==> config.mk <==
export PLATFORM = sky130hd
export DESIGN_NAME = insulation_monitor_pwm_decoder_top
export DESIGN_NICKNAME = d
export VERILOG_FILES = /design/src/hw/rtl/imd_pkg.sv /design/src/hw/rtl/insulation_monitor_pwm_decoder_top.sv /design/src/hw/rtl/imd_div_unit.sv /design/src/hw/rtl/imd_classify.sv
export SDC_FILE = /design/constraint.sdc
export NUM_CORES = 2
export LEC_CHECK = 0
export BUFFER_PORTS_ARGS = -buffer_cell sky130_fd_sc_hd__buf_4
export CORE_ASPECT_RATIO = 1.75
export CORE_MARGIN = 10
export CORE_UTILIZATION = 45
export DETAILED_ROUTE_END_ITERATION = 8
export PLACE_DENSITY = 0.65
export SLEW_MARGIN = 20
export SYNTH_ARGS = -nofsm -noshare
export SYNTH_HDL_FRONTEND = slang
export SYNTH_SLANG_ARGS = --single-unit
==> constraint.sdc <==
create_clock -name clk -period 14.4 [get_ports clk]
set_input_delay 1.44 -clock clk [delete_from_list [all_inputs] [get_ports clk]]
set_output_delay 1.44 -clock clk [all_outputs]
set_load 0.1 [all_outputs]
==> src/hw/rtl/imd_pkg.sv <==
// Shared types, codes and constants of the insulation monitor PWM decoder.
`default_nettype none

package imd_pkg;

    // Default width of the captured period and high-time counts.
    localparam int COUNT_WIDTH_DEF = 16;

    // Configuration register indexes.
    localparam logic CFG_IDX_CLOCK = 1'b0;
    localparam logic CFG_IDX_PRESC = 1'b1;

    localparam int CLOCK_W = 27;
    localparam int PRESC_W = 16;
    localparam logic [CLOCK_W-1:0] CLOCK_RST = 27'd36000000;
    localparam logic [PRESC_W-1:0] PRESC_RST = 16'd719;

    // Result field widths.
    localparam int STATE_W = 3;
    localparam int RES_W   = 16;

    localparam logic [RES_W-1:0] RES_UNMEASURED = 16'd50000;
    localparam logic [RES_W-1:0] RES_OFFSET     = 16'd1200;
    localparam logic [RES_W-1:0] FAULT_LIMIT    = 16'd80;
    localparam int               RES_SCALE      = 21600;

    // Shared divider: quotient width and step counts of both divisions.
    localparam int DIV_STEP_W = 5;
    localparam int QUOT_W     = 16;
    localparam int FREQ_SHIFT = 6;
    localparam int RES_SHIFT  = 15;
    localparam logic [DIV_STEP_W-1:0] FREQ_STEPS = 5'd7;
    localparam logic [DIV_STEP_W-1:0] RES_STEPS  = 5'd16;

    // Frequencies in Hz that carry a meaning.
    localparam logic [FREQ_SHIFT-1:0] FREQ_NONE   = 6'd0;
    localparam logic [FREQ_SHIFT-1:0] FREQ_NORMAL = 6'd10;
    localparam logic [FREQ_SHIFT-1:0] FREQ_UNDERV = 6'd20;
    localparam logic [FREQ_SHIFT-1:0] FREQ_SPEED  = 6'd30;
    localparam logic [FREQ_SHIFT-1:0] FREQ_DEVERR = 6'd40;
    localparam logic [FREQ_SHIFT-1:0] FREQ_EARTH  = 6'd50;

    typedef enum logic [STATE_W-1:0] {
        DS_OFF       = 3'd0,
        DS_NORMAL    = 3'd1,
        DS_UNDERVOLT = 3'd2,
        DS_SPEED     = 3'd3,
        DS_DEV_ERR   = 3'd4,
        DS_EARTH     = 3'd5,
        DS_MEAS_ERR  = 3'd6
    } dev_state_t;

    typedef enum logic [2:0] {
        S_IDLE,
        S_MUL,
        S_FLOAD,
        S_FDIV,
        S_CLASS,
        S_RDIV,
        S_OUT
    } seq_state_t;

    typedef struct packed {
        logic                  load;
        logic [DIV_STEP_W-1:0] steps;
    } div_ctl_t;

    typedef struct packed {
        logic busy;
        logic done;
    } div_stat_t;

    typedef struct packed {
        dev_state_t st;
        logic       need_res;
        logic       spd_high;
    } cls_t;

endpackage

`default_nettype wire

==> src/hw/rtl/insulation_monitor_pwm_decoder_top.sv <==
// Top level of the insulation monitor PWM decoder: sequencer, registers and ports.
//
//  channel  | dir | handshake                   | content
//  ---------+-----+-----------------------------+------------------------------------------
//  s_axis   | in  | s_axis_tvalid/s_axis_tready | period_ticks, high_ticks, pin_level
//  m_axis   | out | m_axis_tvalid/m_axis_tready | device_state, resistance_kohm, fault
//  cfg      | in  | cfg_valid/cfg_ready         | cfg_addr 0 timer clock Hz, 1 prescaler
//
// One item is worked on at a time. Each item passes through the shared shift-subtract
// divider: 7 steps for the frequency, then 16 steps for the resistance quotient when the
// insulation resistance is measured (normal or undervoltage state).
// The result sits in an output register, so a new item is accepted while it waits;
// a stalled output holds the sequencer in its last state until the register frees.
// Reset clears the sequencer, the output valid flag, the held resistance (50000 kiloohms),
// the held fault flag and the configuration registers to their defaults.
`default_nettype none

module insulation_monitor_pwm_decoder_top
    import imd_pkg::*;
#(
    parameter int COUNT_WIDTH = COUNT_WIDTH_DEF
) (
    input  wire logic clk,
    input  wire logic rst_n,

    input  wire logic                                     s_axis_tvalid,
    output logic                                          s_axis_tready,
    // period_ticks, high_ticks, pin_level from bit 0 up, zero padded to whole bytes
    input  wire logic [((2*COUNT_WIDTH+1+7)/8)*8-1:0]     s_axis_tdata,

    output logic                                          m_axis_tvalid,
    input  wire logic                                     m_axis_tready,
    // device_state [2:0], resistance_kohm [18:3], fault [19], zero padded to 24 bits
    output logic [23:0]                                   m_axis_tdata,

    input  wire logic                                     cfg_valid,
    output logic                                          cfg_ready,
    input  wire logic                                     cfg_addr,
    input  wire logic [CLOCK_W-1:0]                       cfg_data
);

    localparam int CW   = COUNT_WIDTH;
    localparam int PW   = CW + PRESC_W + 1;   // prescaler + 1 times period
    localparam int DW   = CW + 23;            // divider working width
    localparam int NUMW = CW + 15;            // 21600 times period
    localparam int DENW = CW + 5;             // 20 times high minus period

    // Configuration.
    logic [CLOCK_W-1:0] clk_hz_reg;
    logic [PRESC_W-1:0] presc_reg;

    // Sequencer.
    seq_state_t state_reg;
    seq_state_t state_next;

    // Captured item and intermediate results.
    logic [CW-1:0] p_reg;
    logic [CW-1:0] h_reg;
    logic          pin_reg;
    logic [PW-1:0] prod_reg;
    dev_state_t    st_reg;
    logic          need_res_reg;
    logic          spd_high_reg;

    // Held values and output register.
    logic [RES_W-1:0] held_res_reg;
    logic             held_fault_reg;
    logic             out_valid_reg;
    dev_state_t       out_st_reg;
    logic [RES_W-1:0] out_res_reg;
    logic             out_fault_reg;

    // Divider hookup.
    div_ctl_t          div_ctl;
    div_stat_t         div_stat;
    logic [DW-1:0]     div_dividend;
    logic [DW-1:0]     div_divisor;
    logic [QUOT_W-1:0] quot;

    cls_t              cls;
    logic              accept;
    logic              out_free;
    logic              out_load;
    logic [NUMW-1:0]   res_num;
    logic [DENW-1:0]   res_den;
    logic [PRESC_W:0]  presc_p1;
    logic [RES_W-1:0]  res_calc;
    logic              fault_calc;

    assign accept   = s_axis_tvalid && s_axis_tready;
    assign out_free = !out_valid_reg || m_axis_tready;
    assign out_load = (state_reg == S_OUT) && out_free;

    assign s_axis_tready = state_reg == S_IDLE;
    assign cfg_ready     = 1'b1;

    // Configuration writes are taken in any cycle.
    always_ff @(posedge clk or negedge rst_n)
    begin
        if (!rst_n)
        begin
            clk_hz_reg <= CLOCK_RST;
            presc_reg  <= PRESC_RST;
        end
        else if (cfg_valid)
        begin
            case (cfg_addr)
                CFG_IDX_CLOCK: clk_hz_reg <= cfg_data;
                CFG_IDX_PRESC: presc_reg  <= cfg_data[PRESC_W-1:0];
                default:       clk_hz_reg <= clk_hz_reg;
            endcase
        end
    end

    // Next-state logic.
    always_comb
    begin
        state_next = state_reg;
        case (state_reg)
            S_IDLE:  state_next = accept ? S_MUL : S_IDLE;
            S_MUL:   state_next = S_FLOAD;
            S_FLOAD: state_next = S_FDIV;
            S_FDIV:  state_next = div_stat.done ? S_CLASS : S_FDIV;
            S_CLASS: state_next = cls.need_res ? S_RDIV : S_OUT;
            S_RDIV:  state_next = div_stat.done ? S_OUT : S_RDIV;
            S_OUT:   state_next = out_free ? S_IDLE : S_OUT;
            default: state_next = S_IDLE;
        endcase
    end

    always_ff @(posedge clk or negedge rst_n)
    begin
        if (!rst_n)
        begin
            state_reg <= S_IDLE;
        end
        else
        begin
            state_reg <= state_next;
        end
    end

    // Divider operands: frequency division, then resistance division.
    assign presc_p1 = {1'b0, presc_reg} + (PRESC_W + 1)'(1);
    assign res_num  = NUMW'(p_reg) * NUMW'(RES_SCALE);
    assign res_den  = DENW'(h_reg) * DENW'(20) - DENW'(p_reg);

    // Sequencer outputs.
    always_comb
    begin
        div_ctl.load  = 1'b0;
        div_ctl.steps = FREQ_STEPS;
        div_dividend  = DW'(clk_hz_reg);
        div_divisor   = DW'(prod_reg) << FREQ_SHIFT;
        case (state_reg)
            S_FLOAD:
            begin
                div_ctl.load = 1'b1;
            end
            S_CLASS:
            begin
                div_ctl.load  = cls.need_res;
                div_ctl.steps = RES_STEPS;
                div_dividend  = DW'(res_num);
                div_divisor   = DW'(res_den) << RES_SHIFT;
            end
            default:
            begin
                div_ctl.load = 1'b0;
            end
        endcase
    end

    imd_div_unit #(
        .W (DW)
    ) u_div (
        .clk      (clk),
        .rst_n    (rst_n),
        .ctl      (div_ctl),
        .dividend (div_dividend),
        .divisor  (div_divisor),
        .stat     (div_stat),
        .quot     (quot)
    );

    // In the class state the divider holds the frequency quotient.
    imd_classify #(
        .COUNT_WIDTH (CW)
    ) u_cls (
        .period_ticks (p_reg),
        .high_ticks   (h_reg),
        .pin_level    (pin_reg),
        .freq_quot    (quot[FREQ_SHIFT:0]),
        .cls          (cls)
    );

    // Item capture and intermediate registers.
    always_ff @(posedge clk)
    begin
        if (accept)
        begin
            p_reg   <= s_axis_tdata[CW-1:0];
            h_reg   <= s_axis_tdata[2*CW-1:CW];
            pin_reg <= s_axis_tdata[2*CW];
        end
        if (state_reg == S_MUL)
        begin
            prod_reg <= PW'(presc_p1) * PW'(p_reg);
        end
        if (state_reg == S_CLASS)
        begin
            st_reg       <= cls.st;
            need_res_reg <= cls.need_res;
            spd_high_reg <= cls.spd_high;
        end
    end

    // Resistance from the quotient, clamped at zero, and the fault decision.
    always_comb
    begin
        res_calc = RES_UNMEASURED;
        if (need_res_reg)
        begin
            res_calc = (quot >= RES_OFFSET) ? quot - RES_OFFSET : '0;
        end
        fault_calc = (st_reg == DS_SPEED && spd_high_reg) || st_reg == DS_EARTH ||
                     res_calc < FAULT_LIMIT;
    end

    // Held values and output register; a measurement error reports the held values.
    always_ff @(posedge clk or negedge rst_n)
    begin
        if (!rst_n)
        begin
            held_res_reg   <= RES_UNMEASURED;
            held_fault_reg <= 1'b0;
            out_valid_reg  <= 1'b0;
        end
        else
        begin
            if (out_load)
            begin
                out_valid_reg <= 1'b1;
                if (st_reg != DS_MEAS_ERR)
                begin
                    held_res_reg   <= res_calc;
                    held_fault_reg <= fault_calc;
                end
            end
            else if (m_axis_tready)
            begin
                out_valid_reg <= 1'b0;
            end
        end
    end

    always_ff @(posedge clk)
    begin
        if (out_load)
        begin
            out_st_reg <= st_reg;
            if (st_reg == DS_MEAS_ERR)
            begin
                out_res_reg   <= held_res_reg;
                out_fault_reg <= held_fault_reg;
            end
            else
            begin
                out_res_reg   <= res_calc;
                out_fault_reg <= fault_calc;
            end
        end
    end

    assign m_axis_tvalid = out_valid_reg;
    assign m_axis_tdata  = {4'b0, out_fault_reg, out_res_reg, out_st_reg};

    // The divider is never left running while the block waits for an item.
    assert property (@(posedge clk) disable iff (!rst_n)
        state_reg == S_IDLE |-> !div_stat.busy)
        else $error("divider busy while idle");

    // A delivered non-error result matches the held values it stored.
    assert property (@(posedge clk) disable iff (!rst_n)
        out_valid_reg && out_st_reg != DS_MEAS_ERR |->
            held_res_reg == out_res_reg && held_fault_reg == out_fault_reg)
        else $error("held values disagree with the result");

    // A resistance is either unmeasured or below the top of its range.
    assert property (@(posedge clk) disable iff (!rst_n)
        out_valid_reg |-> out_res_reg <= 16'd52800)
        else $error("resistance out of range");

    // An earth fault always carries the fault flag.
    assert property (@(posedge clk) disable iff (!rst_n)
        out_valid_reg && out_st_reg == DS_EARTH |-> out_fault_reg)
        else $error("earth fault without fault flag");

    // The resistance division starts only for normal or undervoltage items.
    assert property (@(posedge clk) disable iff (!rst_n)
        state_reg == S_RDIV |-> st_reg == DS_NORMAL || st_reg == DS_UNDERVOLT)
        else $error("resistance division in a wrong state");

endmodule

`default_nettype wire

==> src/hw/rtl/imd_div_unit.sv <==
// Shared shift-subtract divider, one quotient bit per cycle.
`default_nettype none

module imd_div_unit
    import imd_pkg::*;
#(
    parameter int W = COUNT_WIDTH_DEF + 23
) (
    input  wire logic              clk,
    input  wire logic              rst_n,
    input  wire div_ctl_t          ctl,
    input  wire logic [W-1:0]      dividend,
    input  wire logic [W-1:0]      divisor,   // already aligned to the top quotient bit
    output div_stat_t              stat,
    output logic      [QUOT_W-1:0] quot
);

    logic [W-1:0]          rem_reg;
    logic [W-1:0]          dsh_reg;
    logic [QUOT_W-1:0]     quot_reg;
    logic [DIV_STEP_W-1:0] cnt_reg;
    logic                  ge;

    assign ge = rem_reg >= dsh_reg;

    always_ff @(posedge clk or negedge rst_n)
    begin
        if (!rst_n)
        begin
            cnt_reg <= '0;
        end
        else if (ctl.load)
        begin
            cnt_reg <= ctl.steps;
        end
        else if (cnt_reg != '0)
        begin
            cnt_reg <= cnt_reg - DIV_STEP_W'(1);
        end
    end

    always_ff @(posedge clk)
    begin
        if (ctl.load)
        begin
            rem_reg  <= dividend;
            dsh_reg  <= divisor;
            quot_reg <= '0;
        end
        else if (cnt_reg != '0)
        begin
            if (ge)
            begin
                rem_reg <= rem_reg - dsh_reg;
            end
            quot_reg <= {quot_reg[QUOT_W-2:0], ge};
            dsh_reg  <= dsh_reg >> 1;
        end
    end

    assign stat.busy = cnt_reg != '0;
    assign stat.done = cnt_reg == DIV_STEP_W'(1);
    assign quot      = quot_reg;

endmodule

`default_nettype wire

==> src/hw/rtl/imd_classify.sv <==
// Duty windows and device state decode from frequency, period and high time.
`default_nettype none

module imd_classify
    import imd_pkg::*;
#(
    parameter int COUNT_WIDTH = COUNT_WIDTH_DEF
) (
    input  wire logic [COUNT_WIDTH-1:0] period_ticks,
    input  wire logic [COUNT_WIDTH-1:0] high_ticks,
    input  wire logic                   pin_level,
    input  wire logic [FREQ_SHIFT:0]    freq_quot,   // top bit set: 64 Hz or more
    output cls_t                        cls
);

    localparam int MW = COUNT_WIDTH + 7;

    logic [MW-1:0]         p;
    logic [MW-1:0]         h;
    logic                  freq_zero;
    logic [FREQ_SHIFT-1:0] freq;
    logic                  a5;
    logic                  b95;
    logic                  b10;
    logic                  a90;
    logic                  a475;
    logic                  b525;
    logic                  g7;
    logic                  in5_95;

    assign p = MW'(period_ticks);
    assign h = MW'(high_ticks);

    // Duty windows, each as an exact cross-multiplied compare.
    assign a5   = h * MW'(20)  >= p;
    assign b95  = h * MW'(20)  <= p * MW'(19);
    assign b10  = h * MW'(10)  <= p;
    assign a90  = h * MW'(10)  >= p * MW'(9);
    assign a475 = h * MW'(40)  >= p * MW'(19);
    assign b525 = h * MW'(40)  <= p * MW'(21);
    assign g7   = h * MW'(100) >  p * MW'(7);

    assign in5_95    = a5 && b95;
    assign freq_zero = period_ticks == '0;
    assign freq      = freq_zero ? FREQ_NONE : freq_quot[FREQ_SHIFT-1:0];

    always_comb
    begin
        cls.st = DS_MEAS_ERR;
        if (freq_zero || !freq_quot[FREQ_SHIFT])
        begin
            case (freq)
                FREQ_NONE:   cls.st = pin_level ? DS_MEAS_ERR : DS_OFF;
                FREQ_NORMAL: cls.st = in5_95 ? DS_NORMAL : DS_MEAS_ERR;
                FREQ_UNDERV: cls.st = in5_95 ? DS_UNDERVOLT : DS_MEAS_ERR;
                FREQ_SPEED:  cls.st = (in5_95 && (b10 || a90)) ? DS_SPEED : DS_MEAS_ERR;
                FREQ_DEVERR: cls.st = (a475 && b525) ? DS_DEV_ERR : DS_MEAS_ERR;
                FREQ_EARTH:  cls.st = (a475 && b525) ? DS_EARTH : DS_MEAS_ERR;
                default:     cls.st = DS_MEAS_ERR;
            endcase
        end
        cls.need_res = (cls.st == DS_NORMAL || cls.st == DS_UNDERVOLT) && g7;
        cls.spd_high = a90;
    end

endmodule

`default_nettype wire

# --- Word-level counts from Yosys, hierarchy flattened ---
# Index checks and enable logic that the tools add are counted.
totals:
  register_bits: 254
  inputBits: 73
  out_inout_bits: 27
  elab_cells: 123
classes:
  add_sub_neg: 5
  multipliers: 11
  n_lt_le_gt_ge: 10
  n_eq_ne: 18
  muxes: 32
  bitwise_logic: 1
  reduce_logical: 26
ops:
  columns: ["cell", "n"]
  rows:
  - ["$mux W39", 6]
  - ["$mul A16 B3 Y19 const B", 5]
  - ["$mul A16 B5 Y21 const B", 3]
  - ["$mux W16", 3]
  - ["$ge A23 B23 Y1", 2]
  - ["$le A23 B23 Y1", 2]
  - ["$ge A39 B39 Y1", 1]
  - ["$sub A39 B39 Y39", 1]
  - ["$mul A17 B16 Y33", 1]
  - ["$mux W31", 1]
  - ["$mul A16 B10 Y26 const B", 1]
  - ["$gt A23 B23 Y1", 1]
  - ["$le A23 B16 Y1", 1]
  - ["$ge A21 B16 Y1", 1]
  - ["$mux W3", 7]
  - ["$pmux W3 S7", 1]
  - ["$sub A21 B16 Y21", 1]
  - ["$mul A16 B4 Y20 const B", 1]
  - ["$pmux W3 S6", 1]
  - ["$add A16 B1 Y17 const B", 1]
  - ["$ge A16 B11 Y1 const B", 1]
  - ["$logic_not A16 Y1", 1]
  - ["$lt A16 B7 Y1 const B", 1]
  - ["$sub A16 B11 Y16 const B", 1]
  - ["23 further kinds", 58]

# --- Longest topological paths before layout ---
depth:
  ltp_word: 13
  ltp_mapped: 33
  mapped_depth_nobuf: 31

# --- Cells and area by module ---
# From an unflattened synthesis, not the netlist that was laid out.
unflattened:
  cells_unflattened: 4053
  hier_area_um2: 36102.1
modules_own_cells:
  columns: ["mod", "n_inst", "cells_per_inst", "area_per_inst_um2", "seq_area_each_um2"]
  rows:
  - ["insulation_monitor_pwm_decoder_top", 1, 2175, 20178.1, 4359.2]
  - ["imd_classify", 1, 1155, 9544.2, 0.0]
  - ["imd_div_unit", 1, 723, 6379.9, 2787.7]

# --- Worst setup path before layout ---
# OpenSTA, ideal clock, no wires.
synth_timing:
  path_type: "register to register"
  startpoint: "register presc_reg[0]"
  endpoint: "register prod_reg[32] (data pin)"
  setup_ps: 260
  t_arrival_ps: 7763
  required_ps: 14140
  path_slack_ps: 6378
  stages_incl_launch_ff: 32
  n_path_buf: 3
  synth_period_minus_slack_ps: 8022
  cell_sequence: "dfstp_2 -> clkbuf_1 -> and3_1 -> nand2_1 -> nor2_1 -> and4_1 -> nand2_1 -> xnor2_1 -> clkbuf_1 -> nand2_1 -> fa_1 -> inv_1 -> fa_1 -> inv_1 -> fa_1 -> fa_1 -> inv_1 -> fa_1 -> fa_1 -> ha_1 -> and4_1 -> clkbuf_1 -> a21oi_1 -> o21ai_1 -> a21o_1 -> a31oi_1 -> o211ai_1 -> o41ai_1 -> o21ai_1 -> o21a_1 -> nor2_1 -> xnor2_1"
synth_between:
  elab_chain_cells: 2
synth_rtl:
  columns: ["element", "line", "source"]
  rows:
  - ["start: declaration", "insulation_monitor_pwm_decoder_top.sv:50", "logic [PRESC_W-1:0] presc_reg;"]
  - ["start signal: assignment", "insulation_monitor_pwm_decoder_top.sv:109", "CFG_IDX_PRESC: presc_reg <= cfg_data[PRESC_W-1:0];"]
  - ["$add A16 B1 Y17", "insulation_monitor_pwm_decoder_top.sv:144", "assign presc_p1 = {1'b0, presc_reg} + (PRESC_W + 1)'(1);"]
  - ["$mul A17 B16 Y33", "insulation_monitor_pwm_decoder_top.sv:208", "prod_reg <= PW'(presc_p1) * PW'(p_reg);"]
  - ["end signal: assignment", "insulation_monitor_pwm_decoder_top.sv:208", null]
  - ["end: declaration", "insulation_monitor_pwm_decoder_top.sv:60", "logic [PW-1:0] prod_reg;"]
# Every way passes these cells.
# A chain may end at the register's enable or synchronous reset.

# --- Worst setup path after layout ---
layout_timing:
  startpoint: "register p_reg[9]"
  endpoint: "register u_div.rem_reg[22] (data pin)"
layout_between:
  elab_chain_cells: 12
  word_cells_on_any_way: 39
  cone_classes: "mul (5); order compare (7); eq/ne (7); mux (11); reduce/logical (9)"
layout_rtl:
  columns: ["element", "line", "source"]
  rows:
  - ["start: declaration", "insulation_monitor_pwm_decoder_top.sv:57", "logic [CW-1:0] p_reg;"]
  - ["start signal: assignment", "insulation_monitor_pwm_decoder_top.sv:202", "p_reg <= s_axis_tdata[CW-1:0];"]
  - ["$mul A16 B5 Y21 / $mul A16 B4 Y20 (equally long branches)", "imd_classify.sv:36, imd_classify.sv:39, imd_classify.sv:38", null]
  - ["$le A23 B23 Y1 / $ge A23 B23 Y1 (equally long branches)", "imd_classify.sv:36, imd_classify.sv:38", null]
  - ["$logic_and A1 B1 Y1 / $logic_or A1 B1 Y1 (equally long branches)", "imd_classify.sv:43, imd_classify.sv:56", null]
  - ["$logic_and A1 B1 Y1", "imd_classify.sv:56", "FREQ_SPEED: cls.st = (in5_95 && (b10 || a90)) ? DS_SPEED : DS_MEAS_ERR;"]
  - ["$mux W3", "imd_classify.sv:56", null]
  - ["$pmux W3 S6", "imd_classify.sv:52", "case (freq)"]
  - ["$mux W3", "imd_classify.sv:50", "if (freq_zero || !freq_quot[FREQ_SHIFT])"]
  - ["$eq A3 B1 Y1 / $eq A3 B2 Y1 (equally long branches)", "imd_classify.sv:62", "cls.need_res = (cls.st == DS_NORMAL || cls.st == DS_UNDERVOLT) && g7;"]
  - ["$logic_or A1 B1 Y1", "imd_classify.sv:62", null]
  - ["$logic_and A1 B1 Y1", "imd_classify.sv:62", null]
  - ["$pmux W1 S2", "insulation_monitor_pwm_decoder_top.sv:155", "case (state_reg)"]
  - ["$mux W39 *", "imd_div_unit.sv:44", "if (ctl.load)"]
  - ["end signal: assignment", "imd_div_unit.sv:46", "rem_reg <= dividend;"]
  - ["end signal: assignment", "imd_div_unit.sv:54", "rem_reg <= rem_reg - dsh_reg;"]
  - ["end: declaration", "imd_div_unit.sv:18", "logic [W-1:0] rem_reg;"]
# Mark *: on every way between the ends. The rest lies on a longest branch, timed or not.

==> metrics <==
Clk pwr share 8.5%; cell internal pwr 4.77 mW; crit path time final 8.96 ns; largest net degree at the start of global routing 75; final setup violation count 0; area grow syn2layout 8.74%; sequential element share of the synthesized area 21.4%; Die ar. 0.0860 mm2; register area 0.00715 mm2; Port Buffers 87; DIE WIDTH 226 um; PnR worst setup slack 5.44 ns; CP required 14.74 ns; slew margin rel. 26.0%; Clock Path Buffers 3; max-cap violation count 0; WHS 0.477 ns; Static Leak 17.4 nW; Synth Area in XOR/XNOR 5.62%; Main synth FF type edfxtp_1; # rows 132; slowest cell on the critical path o21ai_4; Flop pwr share 15.7%; GR Overflow Total 0; Worst Clk Skew 0.0228 ns; Max Fanout on Critical Path 36; worst min path class reg -> reg; Synth Area in Simple Gates 12.5%; Psw 4.95 mW; Crit. Startpoint p_reg[9]$_DFFE_PP_; Top Ports 100; critical path type reg -> reg; Clock Latency Late Sink 0.64 ns; Avg WL per Cell 21.2 um; asr flop ratio synth 27.2%; via count 26000; initial antenna violation count 2; final wirelength 97.0 mm; Yosys warnings 0; HPWL after DPL 76.2 mm; Net Sw Frac 50.9%; Sink Count 254; number of cells after detailed placement 4524; period utilization 62.2%; H-tree Lvls 1; first drt pass iteration count 5; share of cells above drive strength 1 9.36%; routability congestion estimate 0.947; root buffer cell clkbuf_16; Synth cell types 94; Worst setup EP type flop; fillers 6864; final-stage net count 4510; syn_area_per_cell 9.46 um2; setup TNS 0 ns; first-pass GRT wire length 151 mm; cts bufs inserted 30; R2R depth 30; R2R Path Start p_reg[9]$_DFFE_PP_; commonest non-fill, non-tap cell in the layout ha_1; Post-Syn Area 0.0334 mm2; Synth Area in Compound Gates 14.0%; status complete, no violations; worst setup path endpoint u_div.rem_reg[22]$_DFFE_PP_; RSZ-0062 raised after global routing false; Slew @ Worst Pin 1.11 ns; Critical Path AT 9.30 ns; Synth Register Bits 254; Post-Synth Adder-Cell Area 37.1%; Mapped Cells 3536; Max Fclk 112 MHz; 1st-iter DRT viols 1305; non-filler instance count after layout 4580; EDFF count, synth 169; Worst-path clk slew 0.06 ns; Worst Setup Start Kind flop; Comb pwr share 75.8%; CP most frequent cell ha_1; Pwr Density 267 mW/mm2; CP peak stage delay 0.91 ns; DR DRC count 0; setup bufs post-CTS 0; R2R Path End u_div.rem_reg[22]$_DFFE_PP_; final core utilization 49.3%; hold-fix buffers at CTS 0; CTS tree done; worst vdd ir 0.000315 V; Slew Viols, Final 0; CORE AREA 0.0738 mm2; R2R setup slack 5.44 ns; n_diodes 0; number of global-route vias before repair 27500; area occupied by multi-input gates 0.0240 mm2; post-route ant nets 0; post-synthesis mux area share 2.28%; GRT Overall Usage 22.7%; CTS resizes 0; die height 381 um; average vias per placed instance 5.67; hold depth 2; Initial Util 45.3%; Fin. Hold Viols 0; commonest cells after routing, fill and taps aside 530 x ha_1, 505 x inv_1, 389 x nand2_1; pre-CTS setup slack 5.59 ns; largest family of logic cells by synthesized area adder cells
[power by group through the flow]
stage | clock, mW | sequential, mW | combinational (mW)
after floorplan | 0 | 1.50 | 5.30
after global placement | 0 | 1.53 | 7.23
after detailed placement | 0 | 1.54 | 7.34
after CTS | 0.847 | 1.52 | 7.39
after global routing | 0.868 | 1.55 | 8.17
final | 0.824 | 1.52 | 7.37
[through the flow]
stage,power (mW),area (um2)
6_report,9.72,36400
3_5_place_dp,8.88,35300
2_1_floorplan,6.80,33400
4_1_cts,9.76,36400
3_3_place_gp,8.76,35300
5_1_grt,10.6,36400
[synthesized netlist by cell type, types with 34 or more instances]
cell      count  area (um2)
a21o_1       99         743
a21oi_1     171         856
and2_1       88         551
clkbuf_1     81         304
dfrtp_1      49        1230
edfxtp_1    169        5070
fa_1        289        5790
ha_1        530        6630
inv_1       505        1900
mux2_2       57         642
nand2_1     390        1460
nand3_1      47         235
nor2_1      149         559
nor3_1       54         270
o21ai_0      87         435
o21ai_1      36         180
o21bai_1     34         255
o221ai_1     35         307
xnor2_1     125        1090
xor2_1       86         753
[metal layers]
layer  track usage (%)  wire length (um)  up-vias
met1              22.0             33600    12800
met5                 0                 0        -
met3              2.51              3770      307
met2              43.7             52000      636
li1                  -                 -    12300
met4              15.0              7630        0
[worst min path at each step]
stage	startpoint	slack, ns	endpoint
after global placement	held_res_reg[11]$_DFFE_PN0P_	0.46	held_res_reg[11]$_DFFE_PN0P_
after CTS	held_res_reg[12]$_DFFE_PN0P_	0.48	held_res_reg[12]$_DFFE_PN0P_
after global routing	held_res_reg[0]$_DFFE_PN0P_	0.50	held_res_reg[0]$_DFFE_PN0P_
after detailed placement	held_res_reg[12]$_DFFE_PN0P_	0.47	held_res_reg[12]$_DFFE_PN0P_
final	held_res_reg[11]$_DFFE_PN0P_	0.48	held_res_reg[11]$_DFFE_PN0P_
after floorplan	held_res_reg[10]$_DFFE_PN0P_	0.45	held_res_reg[10]$_DFFE_PN0P_
[layout make-up]
type / instances / area share [%]
multi-input combinational: 2677 / 65.9
clock inverter: 16 / 0.588
tap: 938 / 3.23
timing repair buffer: 148 / 3.06
clock buffer: 40 / 2.31
inverter: 507 / 5.23
sequential: 254 / 19.7
[worst max-delay path, delay by kind of cell (launching register included)]
kind	cells	cell delay [ns]
AOI/OAI and AO/OA	14	3.64
buffers and inverters	4	1.12
DFF	1	0.32
xor gates and xnor gates	2	0.41
adders and majority gates	5	1.86
and+or+nand+nor	5	1.26
[cells by family (layout without fill, tap and decap cells)]
| group | Yosys count | count (layout) |
|---|---|---|
| AOI/OAI and AO/OA | 681 | 681 |
| buffers and inverters | 608 | 711 |
| DFF | 254 | 254 |
| and+or+nand+nor | 890 | 890 |
| adders and majority gates | 819 | 819 |
| muxes | 69 | 69 |
| xor gates and xnor gates | 213 | 213 |
| other | 2 | 5 |
Note: power is estimated with default switching activity, not from simulation.
